**config.mk**
```make
export PLATFORM = sky130hd
export DESIGN_NAME = yuv_procamp_adjust
export DESIGN_NICKNAME = d
export VERILOG_FILES = /design/src/rtl/ypa_pkg.sv /design/src/rtl/yuv_procamp_adjust.sv
export SDC_FILE = /design/constraint.sdc
export NUM_CORES = 2
export LEC_CHECK = 0
export ABC_AREA = 1
export ABC_CLOCK_PERIOD_IN_PS = 4900
export BUFFER_PORTS_ARGS = -buffer_cell sky130_fd_sc_hd__buf_2
export CAP_MARGIN = 20
export CELL_PAD_IN_SITES_DETAIL_PLACEMENT = 1
export CELL_PAD_IN_SITES_GLOBAL_PLACEMENT = 1
export CORE_UTILIZATION = 46
export CTS_CLUSTER_DIAMETER = 80
export DETAILED_ROUTE_END_ITERATION = 6
export PLACE_DENSITY_LB_ADDON = 0.1
export SLEW_MARGIN = 20
export SYNTH_ARGS = -nofsm -noshare
export SYNTH_HDL_FRONTEND = slang
export SYNTH_SLANG_ARGS = --single-unit
```
**constraint.sdc**
```tcl
create_clock -name clock -period 4.9 [get_ports clock]
set_input_delay 0 -clock clock [delete_from_list [all_inputs] [get_ports clock]]
set_output_delay 0 -clock clock [all_outputs]
set_load 0.02 [all_outputs]
```
**src/rtl/ypa_pkg.sv**
```systemverilog
// ypa_pkg: beat types, register indexes and the output clamp of the procamp.
// No dependencies.
`default_nettype none

package ypa_pkg;

   localparam int unsigned CsrIndexWidth = 3;
   localparam int unsigned CsrDataWidth  = 10;

   typedef enum logic [CsrIndexWidth-1:0] {
      REG_CONTRAST   = 3'd0,
      REG_BRIGHTNESS = 3'd1,
      REG_HUE_SINE   = 3'd2,
      REG_HUE_COSINE = 3'd3,
      REG_SATURATION = 3'd4
   } ypa_reg_type;

   typedef struct packed {
      logic [7:0] luma_in;
      logic [7:0] cb_in;
      logic [7:0] cr_in;
      logic       chroma_present;
   } ypa_req_type;

   typedef struct packed {
      logic [7:0] luma_out;
      logic [7:0] cb_out;
      logic [7:0] cr_out;
      logic       chroma_valid;
   } ypa_rsp_type;

   localparam logic [8:0]        ContrastReset   = 9'd128;
   localparam logic signed [9:0] BrightnessReset = 10'sd0;
   localparam logic signed [8:0] HueSineReset    = 9'sd0;
   localparam logic signed [8:0] HueCosineReset  = 9'sd128;
   localparam logic [7:0]        SaturationReset = 8'd64;

   // Saturate a signed value to 0..255.
   function automatic logic [7:0] ypa_clamp8(input logic signed [20:0] x);
      logic [7:0] r;
      if (x < 21'sd0) begin
         r = 8'd0;
      end else if (x > 21'sd255) begin
         r = 8'd255;
      end else begin
         r = x[7:0];
      end
      return r;
   endfunction

endpackage

`default_nettype wire

```
**src/rtl/yuv_procamp_adjust.sv**
```systemverilog
// yuv_procamp_adjust: four-stage brightness/contrast/hue/saturation pipeline.
// Depends on ypa_pkg.
//
//   channel   ports                       beat
//   --------  --------------------------  -----------------------------------
//   input     req_valid/req_ready/req_data luma, Cb, Cr, chroma flag
//   output    rsp_valid/rsp_ready/rsp_data adjusted luma, Cb, Cr, chroma flag
//   config    csr_write_en/index/data      one register write per cycle
//
// One beat per clock sustained while rsp_ready holds; a beat passes through
// products, shift/sum, saturation products and clamp into the output register.
// Each stage moves when it is empty or the stage after it moves, so bubbles
// collapse and a stalled output still lets upstream stages fill.
// Reset (synchronous) clears the stage valids and loads register defaults.
`default_nettype none

module yuv_procamp_adjust
   import ypa_pkg::*;
(
   input  wire logic                     clock,
   input  wire logic                     reset,
   input  wire logic                     req_valid,
   output logic                          req_ready,
   input  wire ypa_req_type              req_data,
   output logic                          rsp_valid,
   input  wire logic                     rsp_ready,
   output ypa_rsp_type                   rsp_data,
   input  wire logic                     csr_write_en,
   input  wire logic [CsrIndexWidth-1:0] csr_index,
   input  wire logic [CsrDataWidth-1:0]  csr_write_data
);

   // ---------------- configuration registers ----------------
   logic [8:0]        contrast_ff;
   logic signed [9:0] brightness_ff;
   logic signed [8:0] hue_sine_ff;
   logic signed [8:0] hue_cosine_ff;
   logic [7:0]        saturation_ff;

   always_ff @(posedge clock) begin
      if (reset) begin
         contrast_ff   <= ContrastReset;
         brightness_ff <= BrightnessReset;
         hue_sine_ff   <= HueSineReset;
         hue_cosine_ff <= HueCosineReset;
         saturation_ff <= SaturationReset;
      end else if (csr_write_en) begin
         unique case (csr_index)
            REG_CONTRAST:   contrast_ff   <= csr_write_data[8:0];
            REG_BRIGHTNESS: brightness_ff <= $signed(csr_write_data);
            REG_HUE_SINE:   hue_sine_ff   <= $signed(csr_write_data[8:0]);
            REG_HUE_COSINE: hue_cosine_ff <= $signed(csr_write_data[8:0]);
            REG_SATURATION: saturation_ff <= csr_write_data[7:0];
            default: ;   // unknown index: write dropped
         endcase
      end
   end

   // ---------------- stage control ----------------
   logic s1_valid_ff, s2_valid_ff, s3_valid_ff, rsp_valid_ff;
   logic adv1, adv2, adv3, adv4;

   assign adv4      = !rsp_valid_ff || rsp_ready;
   assign adv3      = !s3_valid_ff || adv4;
   assign adv2      = !s2_valid_ff || adv3;
   assign adv1      = !s1_valid_ff || adv2;
   assign req_ready = adv1;
   assign rsp_valid = rsp_valid_ff;

   always_ff @(posedge clock) begin
      if (reset) begin
         s1_valid_ff  <= 1'b0;
         s2_valid_ff  <= 1'b0;
         s3_valid_ff  <= 1'b0;
         rsp_valid_ff <= 1'b0;
      end else begin
         if (adv1) s1_valid_ff  <= req_valid;
         if (adv2) s2_valid_ff  <= s1_valid_ff;
         if (adv3) s3_valid_ff  <= s2_valid_ff;
         if (adv4) rsp_valid_ff <= s3_valid_ff;
      end
   end

   // ---------------- stage 1: gain and rotation products ----------------
   // x - 128 on an 8-bit sample is just the MSB flipped, read as signed.
   logic signed [7:0]  du, dv;
   logic [16:0]        luma_prod_in, luma_prod_ff;
   logic signed [16:0] cb_cos_in, cr_sin_in, cr_cos_in, cb_sin_in;
   logic signed [16:0] cb_cos_ff, cr_sin_ff, cr_cos_ff, cb_sin_ff;
   logic               chroma_s1_ff;

   assign du           = $signed({~req_data.cb_in[7], req_data.cb_in[6:0]});
   assign dv           = $signed({~req_data.cr_in[7], req_data.cr_in[6:0]});
   assign luma_prod_in = 17'(req_data.luma_in) * 17'(contrast_ff);
   assign cb_cos_in    = 17'(du) * 17'(hue_cosine_ff);
   assign cr_sin_in    = 17'(dv) * 17'(hue_sine_ff);
   assign cr_cos_in    = 17'(dv) * 17'(hue_cosine_ff);
   assign cb_sin_in    = 17'(du) * 17'(hue_sine_ff);

   always_ff @(posedge clock) begin
      if (adv1) begin
         luma_prod_ff <= luma_prod_in;
         cb_cos_ff    <= cb_cos_in;
         cr_sin_ff    <= cr_sin_in;
         cr_cos_ff    <= cr_cos_in;
         cb_sin_ff    <= cb_sin_in;
         chroma_s1_ff <= req_data.chroma_present;
      end
   end

   // ---------------- stage 2: floor shifts, offset and rotation sums ------
   logic signed [11:0] luma_sum_in, luma_sum_ff;
   logic signed [11:0] ub_in, vr_in, ub_ff, vr_ff;
   logic signed [16:0] cb_cos_sh, cr_sin_sh, cr_cos_sh, cb_sin_sh;
   logic               chroma_s2_ff;

   assign cb_cos_sh   = cb_cos_ff >>> 7;
   assign cr_sin_sh   = cr_sin_ff >>> 7;
   assign cr_cos_sh   = cr_cos_ff >>> 7;
   assign cb_sin_sh   = cb_sin_ff >>> 7;
   assign luma_sum_in = $signed({2'b00, luma_prod_ff[16:7]}) + 12'(brightness_ff);
   assign ub_in       = 12'(cb_cos_sh) + 12'(cr_sin_sh);
   assign vr_in       = 12'(cr_cos_sh) - 12'(cb_sin_sh);

   always_ff @(posedge clock) begin
      if (adv2) begin
         luma_sum_ff  <= luma_sum_in;
         ub_ff        <= ub_in;
         vr_ff        <= vr_in;
         chroma_s2_ff <= chroma_s1_ff;
      end
   end

   // ---------------- stage 3: saturation products, luma clamp ------------
   logic signed [8:0]  sat_s;
   logic signed [20:0] ub_sat_in, vr_sat_in, ub_sat_ff, vr_sat_ff;
   logic [7:0]         luma_s3_ff;
   logic               chroma_s3_ff;

   assign sat_s     = $signed({1'b0, saturation_ff});
   assign ub_sat_in = 21'(ub_ff) * 21'(sat_s);
   assign vr_sat_in = 21'(vr_ff) * 21'(sat_s);

   always_ff @(posedge clock) begin
      if (adv3) begin
         ub_sat_ff    <= ub_sat_in;
         vr_sat_ff    <= vr_sat_in;
         luma_s3_ff   <= ypa_clamp8(21'(luma_sum_ff));
         chroma_s3_ff <= chroma_s2_ff;
      end
   end

   // ---------------- stage 4: re-center, clamp, output register ----------
   logic signed [20:0] cb_center, cr_center;
   ypa_rsp_type        rsp_in, rsp_ff;

   assign cb_center = (ub_sat_ff >>> 6) + 21'sd128;
   assign cr_center = (vr_sat_ff >>> 6) + 21'sd128;

   always_comb begin
      rsp_in.luma_out     = luma_s3_ff;
      rsp_in.chroma_valid = chroma_s3_ff;
      // no chroma pair: chroma fields read zero
      rsp_in.cb_out       = chroma_s3_ff ? ypa_clamp8(cb_center) : 8'd0;
      rsp_in.cr_out       = chroma_s3_ff ? ypa_clamp8(cr_center) : 8'd0;
   end

   always_ff @(posedge clock) begin
      if (adv4) begin
         rsp_ff <= rsp_in;
      end
   end

   assign rsp_data = rsp_ff;

endmodule

`default_nettype wire

```
# After elaboration in Yosys (flattened, before gate mapping)
# Index checks and enable logic that the tools add are counted.
[word_totals]
ff_bits = 246
latchBits = 0
mem_bits_rw = 0
romBits = 0
input_bits = 43
out_inout_bits = 27
elab_cells = 71
memories = 0
[classes]
n_addsub = 5
mul = 7
div = 0
n_lt_le_gt_ge = 6
n_eq_ne = 4
shift = 0
n_mux = 3
n_bitwise = 3
n_reduce_logical = 16
[ops]
columns = ["operator", "n"]
rows = [
  ["multiplier 8 x 9 -> 17 bit", 5],
  ["multiplier 11 x 9 -> 20 bit", 2],
  ["adder 15 x 9 -> 16 bit, second input constant", 2],
  ["greater-than comparator 16 x 9 -> 1 bit, second input constant", 2],
  ["< comparator 16 x 1 -> 1 bit, second input constant", 2],
  ["2-to-1 mux 8 bit", 3],
  ["adder 11 x 10 -> 12 bit", 1],
  ["greater-than comparator 12 x 9 -> 1 bit, second input constant", 1],
  ["< comparator 12 x 1 -> 1 bit, second input constant", 1],
  ["adder 10 x 10 -> 11 bit", 1],
  ["subtractor 10 x 10 -> 11 bit", 1],
  ["AND reduction 2 bit", 5],
  ["== test 3 x 2 -> 1 bit, second input constant", 2],
  ["logical NOT 1 bit", 4],
  ["logical OR 1 bit", 4],
  ["OR reduction 2 bit", 2],
  ["== test 3 x 1 -> 1 bit, second input constant", 1],
  ["== test 3 bit, second input constant", 1],
  ["logical NOT 3 bit", 1],
  ["inverter 1 bit", 3],
]

# Logic depth before layout (Yosys ltp)
[depth]
ltp_word = 5
mapped_depth = 23
ltp_nobuf = 21

# Least setup slack after synthesis
# Ideal clock, no wire load.
[synth_path]
kind = "reg2reg"
start = "register saturation_ff[1]"
end = "register ub_sat_ff[19], data pin"
setup_ps = 252
arrival_time_ps = 4154
required_ps = 4648
setup_slack_ps = 494
stages_incl_launch_ff = 19
n_path_buf = 2
period_less_slack_ps = 4406
cell_sequence = "dfxtp_1 -> clkbuf_1 -> buf_1 -> nand2_1 -> fa_1 -> inv_1 -> fa_1 -> fa_1 -> inv_1 -> fa_1 -> inv_1 -> ha_1 -> nand2_1 -> nor4_1 -> nand2_1 -> nand2_1 -> nand2_1 -> nand3_1 -> nand2_1"
[synth_between]
elab_chain_cells = 1
[synth_rtl]
columns = ["item", "line_no", "rtl"]
rows = [
  ["from (decl)", "yuv_procamp_adjust.sv:38", "logic [7:0] saturation_ff;"],
  ["from (signal assigned)", "yuv_procamp_adjust.sv:46", "saturation_ff <= SaturationReset;"],
  ["from (signal assigned)", "yuv_procamp_adjust.sv:53", "REG_SATURATION: saturation_ff <= csr_write_data[7:0];"],
  ["multiplier 11 x 9 -> 20 bit", "yuv_procamp_adjust.sv:141", "assign ub_sat_in = 21'(ub_ff) * 21'(sat_s);"],
  ["via ub_sat_in[19]", "yuv_procamp_adjust.sv:136", "logic signed [20:0] ub_sat_in, vr_sat_in, ub_sat_ff, vr_sat_ff;"],
  ["to (signal assigned)", "yuv_procamp_adjust.sv:146", "ub_sat_ff <= ub_sat_in;"],
  ["to (decl)", "yuv_procamp_adjust.sv:136", ""],
]
# The timed path passes the listed nets, and every way through them passes these cells.
# A chain may end at the register's enable or synchronous reset.

# Worst setup path after layout
[layout_path]
start = "register hue_cosine_ff[8]"
end = "register cr_cos_ff[16], data pin"
[layout_between]
elab_chain_cells = 1
[layout_rtl]
columns = ["item", "line_no", "rtl"]
rows = [
  ["from (decl)", "yuv_procamp_adjust.sv:37", "logic signed [8:0] hue_cosine_ff;"],
  ["from (signal assigned)", "yuv_procamp_adjust.sv:45", "hue_cosine_ff <= HueCosineReset;"],
  ["from (signal assigned)", "yuv_procamp_adjust.sv:52", "REG_HUE_COSINE: hue_cosine_ff <= $signed(csr_write_data[8:0]);"],
  ["multiplier 8 x 9 -> 17 bit", "yuv_procamp_adjust.sv:97", "assign cr_cos_in = 17'(dv) * 17'(hue_cosine_ff);"],
  ["via cr_cos_in[16]", "yuv_procamp_adjust.sv:88", "logic signed [16:0] cb_cos_in, cr_sin_in, cr_cos_in, cb_sin_in;"],
  ["to (signal assigned)", "yuv_procamp_adjust.sv:105", "cr_cos_ff <= cr_cos_in;"],
  ["to (decl)", "yuv_procamp_adjust.sv:89", "logic signed [16:0] cb_cos_ff, cr_sin_ff, cr_cos_ff, cb_sin_ff;"],
]
# The timed path passes the listed nets, and every way through them passes these cells.

==> run metrics <==
detailed placement HPWL 61500 microns; H-tree depth 4; Comb power frac 55.1%; # fillers 7398; Core Box Area 60700 sq um; CP Class reg2reg; main combinational cell family by area after synthesis adder cells; post-synthesis sequential area ratio 19.1%; Max clock buf depth 2; IO buf count 69; largest cells by area after synthesis fa_1 (30%), edfxtp_1 (16%), inv_1 (14%); Syn-to-layout area delta 6.97%; area leader, netlist fa_1; clock root buffer clkbuf_16; DR pass1 iterations 5; XOR/XNOR Fraction of Synth Area 3.58%; drt first-iter violations 794; initial antenna violation count 0; post-synth cell types 39; Final Max Slew Viols 0; Net Count, Synth 4272; clk slew on worst S/H paths 80 ps; vias in the first global route 24400; Congestion Overflow GR 0; Slowest-stage cell, CP fa_1; gpl congestion 0.872; drt total wl 73300 microns; TritonCTS clock tree built; Post-Route Utilization 50.1%; layout cells sized above 1 5.14%; Die Height 251 microns; Hold Path Depth 4; Seq cells post-synth 197; Die Wd 251 microns; Crit. End Element register; Total Die Area 62800 sq um; P_leak 18.1 nW; first-pass GRT wire length 122000 microns; # diodes 0; Hold Path Class in2reg; Startpoint Class register; final hold slack 39.1 ps; clock latency on the worst-skew pair 480 ps; Cell Int Power 5.43 mW; Post-DRT Antenna Nets 0; Max Freq 217 MHz; Buf/Inv on CP 4; final clock skew 14.3 ps; Largest delay share family, worst path adder cells; Finished Layout Cells 4379; final period utilization 94.3%; Data arrival, critical path 4850 ps; I/O Pins 70; WP depth 16; Req. time, crit path 5130 ps; routed vias 21800; Yosys warning count 0; adder-cell share of the synthesized area 41.0%; largest net degree at the start of global routing 39; postcts setup bufs 0; Reg power frac 30.7%; Avg Synthesized Cell Area 8.00 sq um; starting density of the core 46.8%; power after layout 10.3 mW; status complete, no violations; number of max-cap violations 0; worst slew pin tran 987 ps; Cells after DPL 4332; Overall Global Routing Usage 24.5%; Mapped Cells 3552; Synth Area in Simple Gates 15.8%; post-synthesis mux area share 0%; Compound-Gate Fraction of Synth Area 5.07%; clock group share of total power 14.2%; vias per cell 4.98; final setup fails 0; final hold violations 0; worst path cell trace nand2_1 -> fa_1 -> inv_1 -> fa_1 -> inv_1 -> fa_1 -> inv_1 -> fa_1 -> ha_1 -> inv_1 -> nor3_1 -> nand2_1 -> a21oi_1 -> nor2_1 -> nand2_1 -> nand2_1; number of clock sinks 197; setup_tns 0 ps; switching pwr 4.87 mW; switch share 47.3%; Yosys top cell area share 29.7%; worst r2r path cells 16; DRC viols 0; unrepaired setup endpoints after global routing false; FP Rows 90; Worst VDD drop 0.264 mV; min cycle time layout 4620 ps; critical path fanouts, max 9; relative slew slack 34.0%; Inserted Clock Buffers 17; Mapped Area 28400 sq um; Nets 4304; pwr dens 339 nW/um^2; DR WL/cell 16.7 microns; Max stage delay on crit path 750 ps
## flip-flops by register name, indices dropped and copies added, names as in the netlist, 9 cells and up
register and cells:
brightness_ff 10, contrast_ff 9, luma_prod_ff 10, hue_sine_ff 9
vr_sat_ff 14, ub_sat_ff 14, rsp_data 25, cb_cos_ff 10
hue_cosine_ff 9, luma_sum_ff 12, cb_sin_ff 10, ub_ff 11
cr_sin_ff 10, vr_ff 11, cr_cos_ff 10
## logic make-up after synthesis
kind of cell | Yosys count
adders and majority gates | 677
xor gates and xnor gates | 116
buffers and inverters | 1162
and+or+nand+nor | 1130
DFF | 197
AOI/OAI and AO/OA | 270
## worst min-delay path, delay by kind of cell
kind	cells	cell delay (ps)
compound gates	1	170
buf+inv	1	130
simple gates	2	180
## per-stage QoR
| step | setup WS, ps | instance area [sq um] |
|---|---|---|
| 3_5_place_dp | 165 | 29600 |
| 4_1_cts | 142 | 30400 |
| 2_1_floorplan | 494 | 28400 |
| 3_3_place_gp | 216 | 29600 |
| 6_report | 282 | 30400 |
| 5_1_grt | 37.8 | 30400 |
## layout by cell type, fill, tap and decap left out, types with 50 or more instances in the layout
| cell type | Yosys | final |
|---|---|---|
| edfxtp_1 | 148 | 148 |
| buf_4 | 0 | 50 |
| fa_1 | 422 | 422 |
| inv_1 | 1037 | 1037 |
| ha_1 | 255 | 255 |
| nand3_1 | 77 | 77 |
| buf_2 | 5 | 69 |
| a21oi_1 | 128 | 128 |
| nor2_1 | 198 | 198 |
| o21ai_0 | 101 | 101 |
| xor2_1 | 71 | 71 |
| nand2_1 | 790 | 789 |
## power by group through the flow
stage | registers, mW | logic [mW] | clock network, mW
after floorplan | 2.96 | 4.25 | 0
after global placement | 3.18 | 5.45 | 0
after detailed placement | 3.20 | 5.69 | 0
after CTS | 3.17 | 5.76 | 1.50
after global routing | 3.23 | 6.53 | 1.55
final | 3.16 | 5.68 | 1.47
## area by class of cell
cell class | instances | area, sq um | area share, %
tap | 782 | 978 | 3.22
timing repair buffer | 134 | 871 | 2.87
inverter | 1041 | 3910 | 12.9
clock buffer | 17 | 425 | 1.40
clock inverter | 15 | 173 | 0.568
sequential | 197 | 5440 | 17.9
multi-input combinational | 2193 | 18600 | 61.2
## cell usage after synthesis
master and number:
inv_1 1037, nand2_1 790, fa_1 422, ha_1 255
nor2_1 198, edfxtp_1 148, a21oi_1 128, o21ai_0 101
clkbuf_1 97, nand3_1 77, xor2_1 71, dfxtp_1 49
xnor2_1 45, nor3_1 17, clkbuf_2 15, nand4_1 15
a21o_1 12, nand2_2 10, o21bai_1 6, a211oi_1 5
buf_2 5, nor4_1 5, buf_1 4, nand3b_1 4
nor2_2 4, o21a_1 4, o22ai_1 4, or2_2 4
a31oi_1 3, inv_2 3, o21ai_1 3, a41oi_1 2
nand2_4 2, nor3_2 2, and3_1 1, clkinv_1 1
o211ai_1 1, o21ai_2 1, or3_1 1
## path summary, 6_finish.rpt
check / from / to / slack, ps
setup / recovery: hue_cosine_ff[8] / cr_cos_ff[16] / 280
hold / removal: csr_index[0] / hue_sine_ff[2] / 40
setup reg to reg: hue_cosine_ff[8] / cr_cos_ff[16] / 280
hold reg to reg: luma_s3_ff[0] / rsp_data[17] / 420
## what timing repair did
item	in CTS	in global routing
endpoints found under the setup margin	0	8
hold endpoints to repair	48	0
resized for setup	0	8
hold buffers	15	0
## per-layer routing
metal / up-vias / global-route usage [%] / share of wire, % / routed length, microns
met1: 11100 / 29.6 / 43 / 31700
met4: 0 / 6.26 / 2.1 / 1560
met3: 72 / 1.81 / 1.6 / 1150
li1: 10500 / - / - / -
met2: 207 / 46.5 / 53 / 38800
met5: - / 0 / 0 / 0
Note: power is estimated with default switching activity, not from simulation.
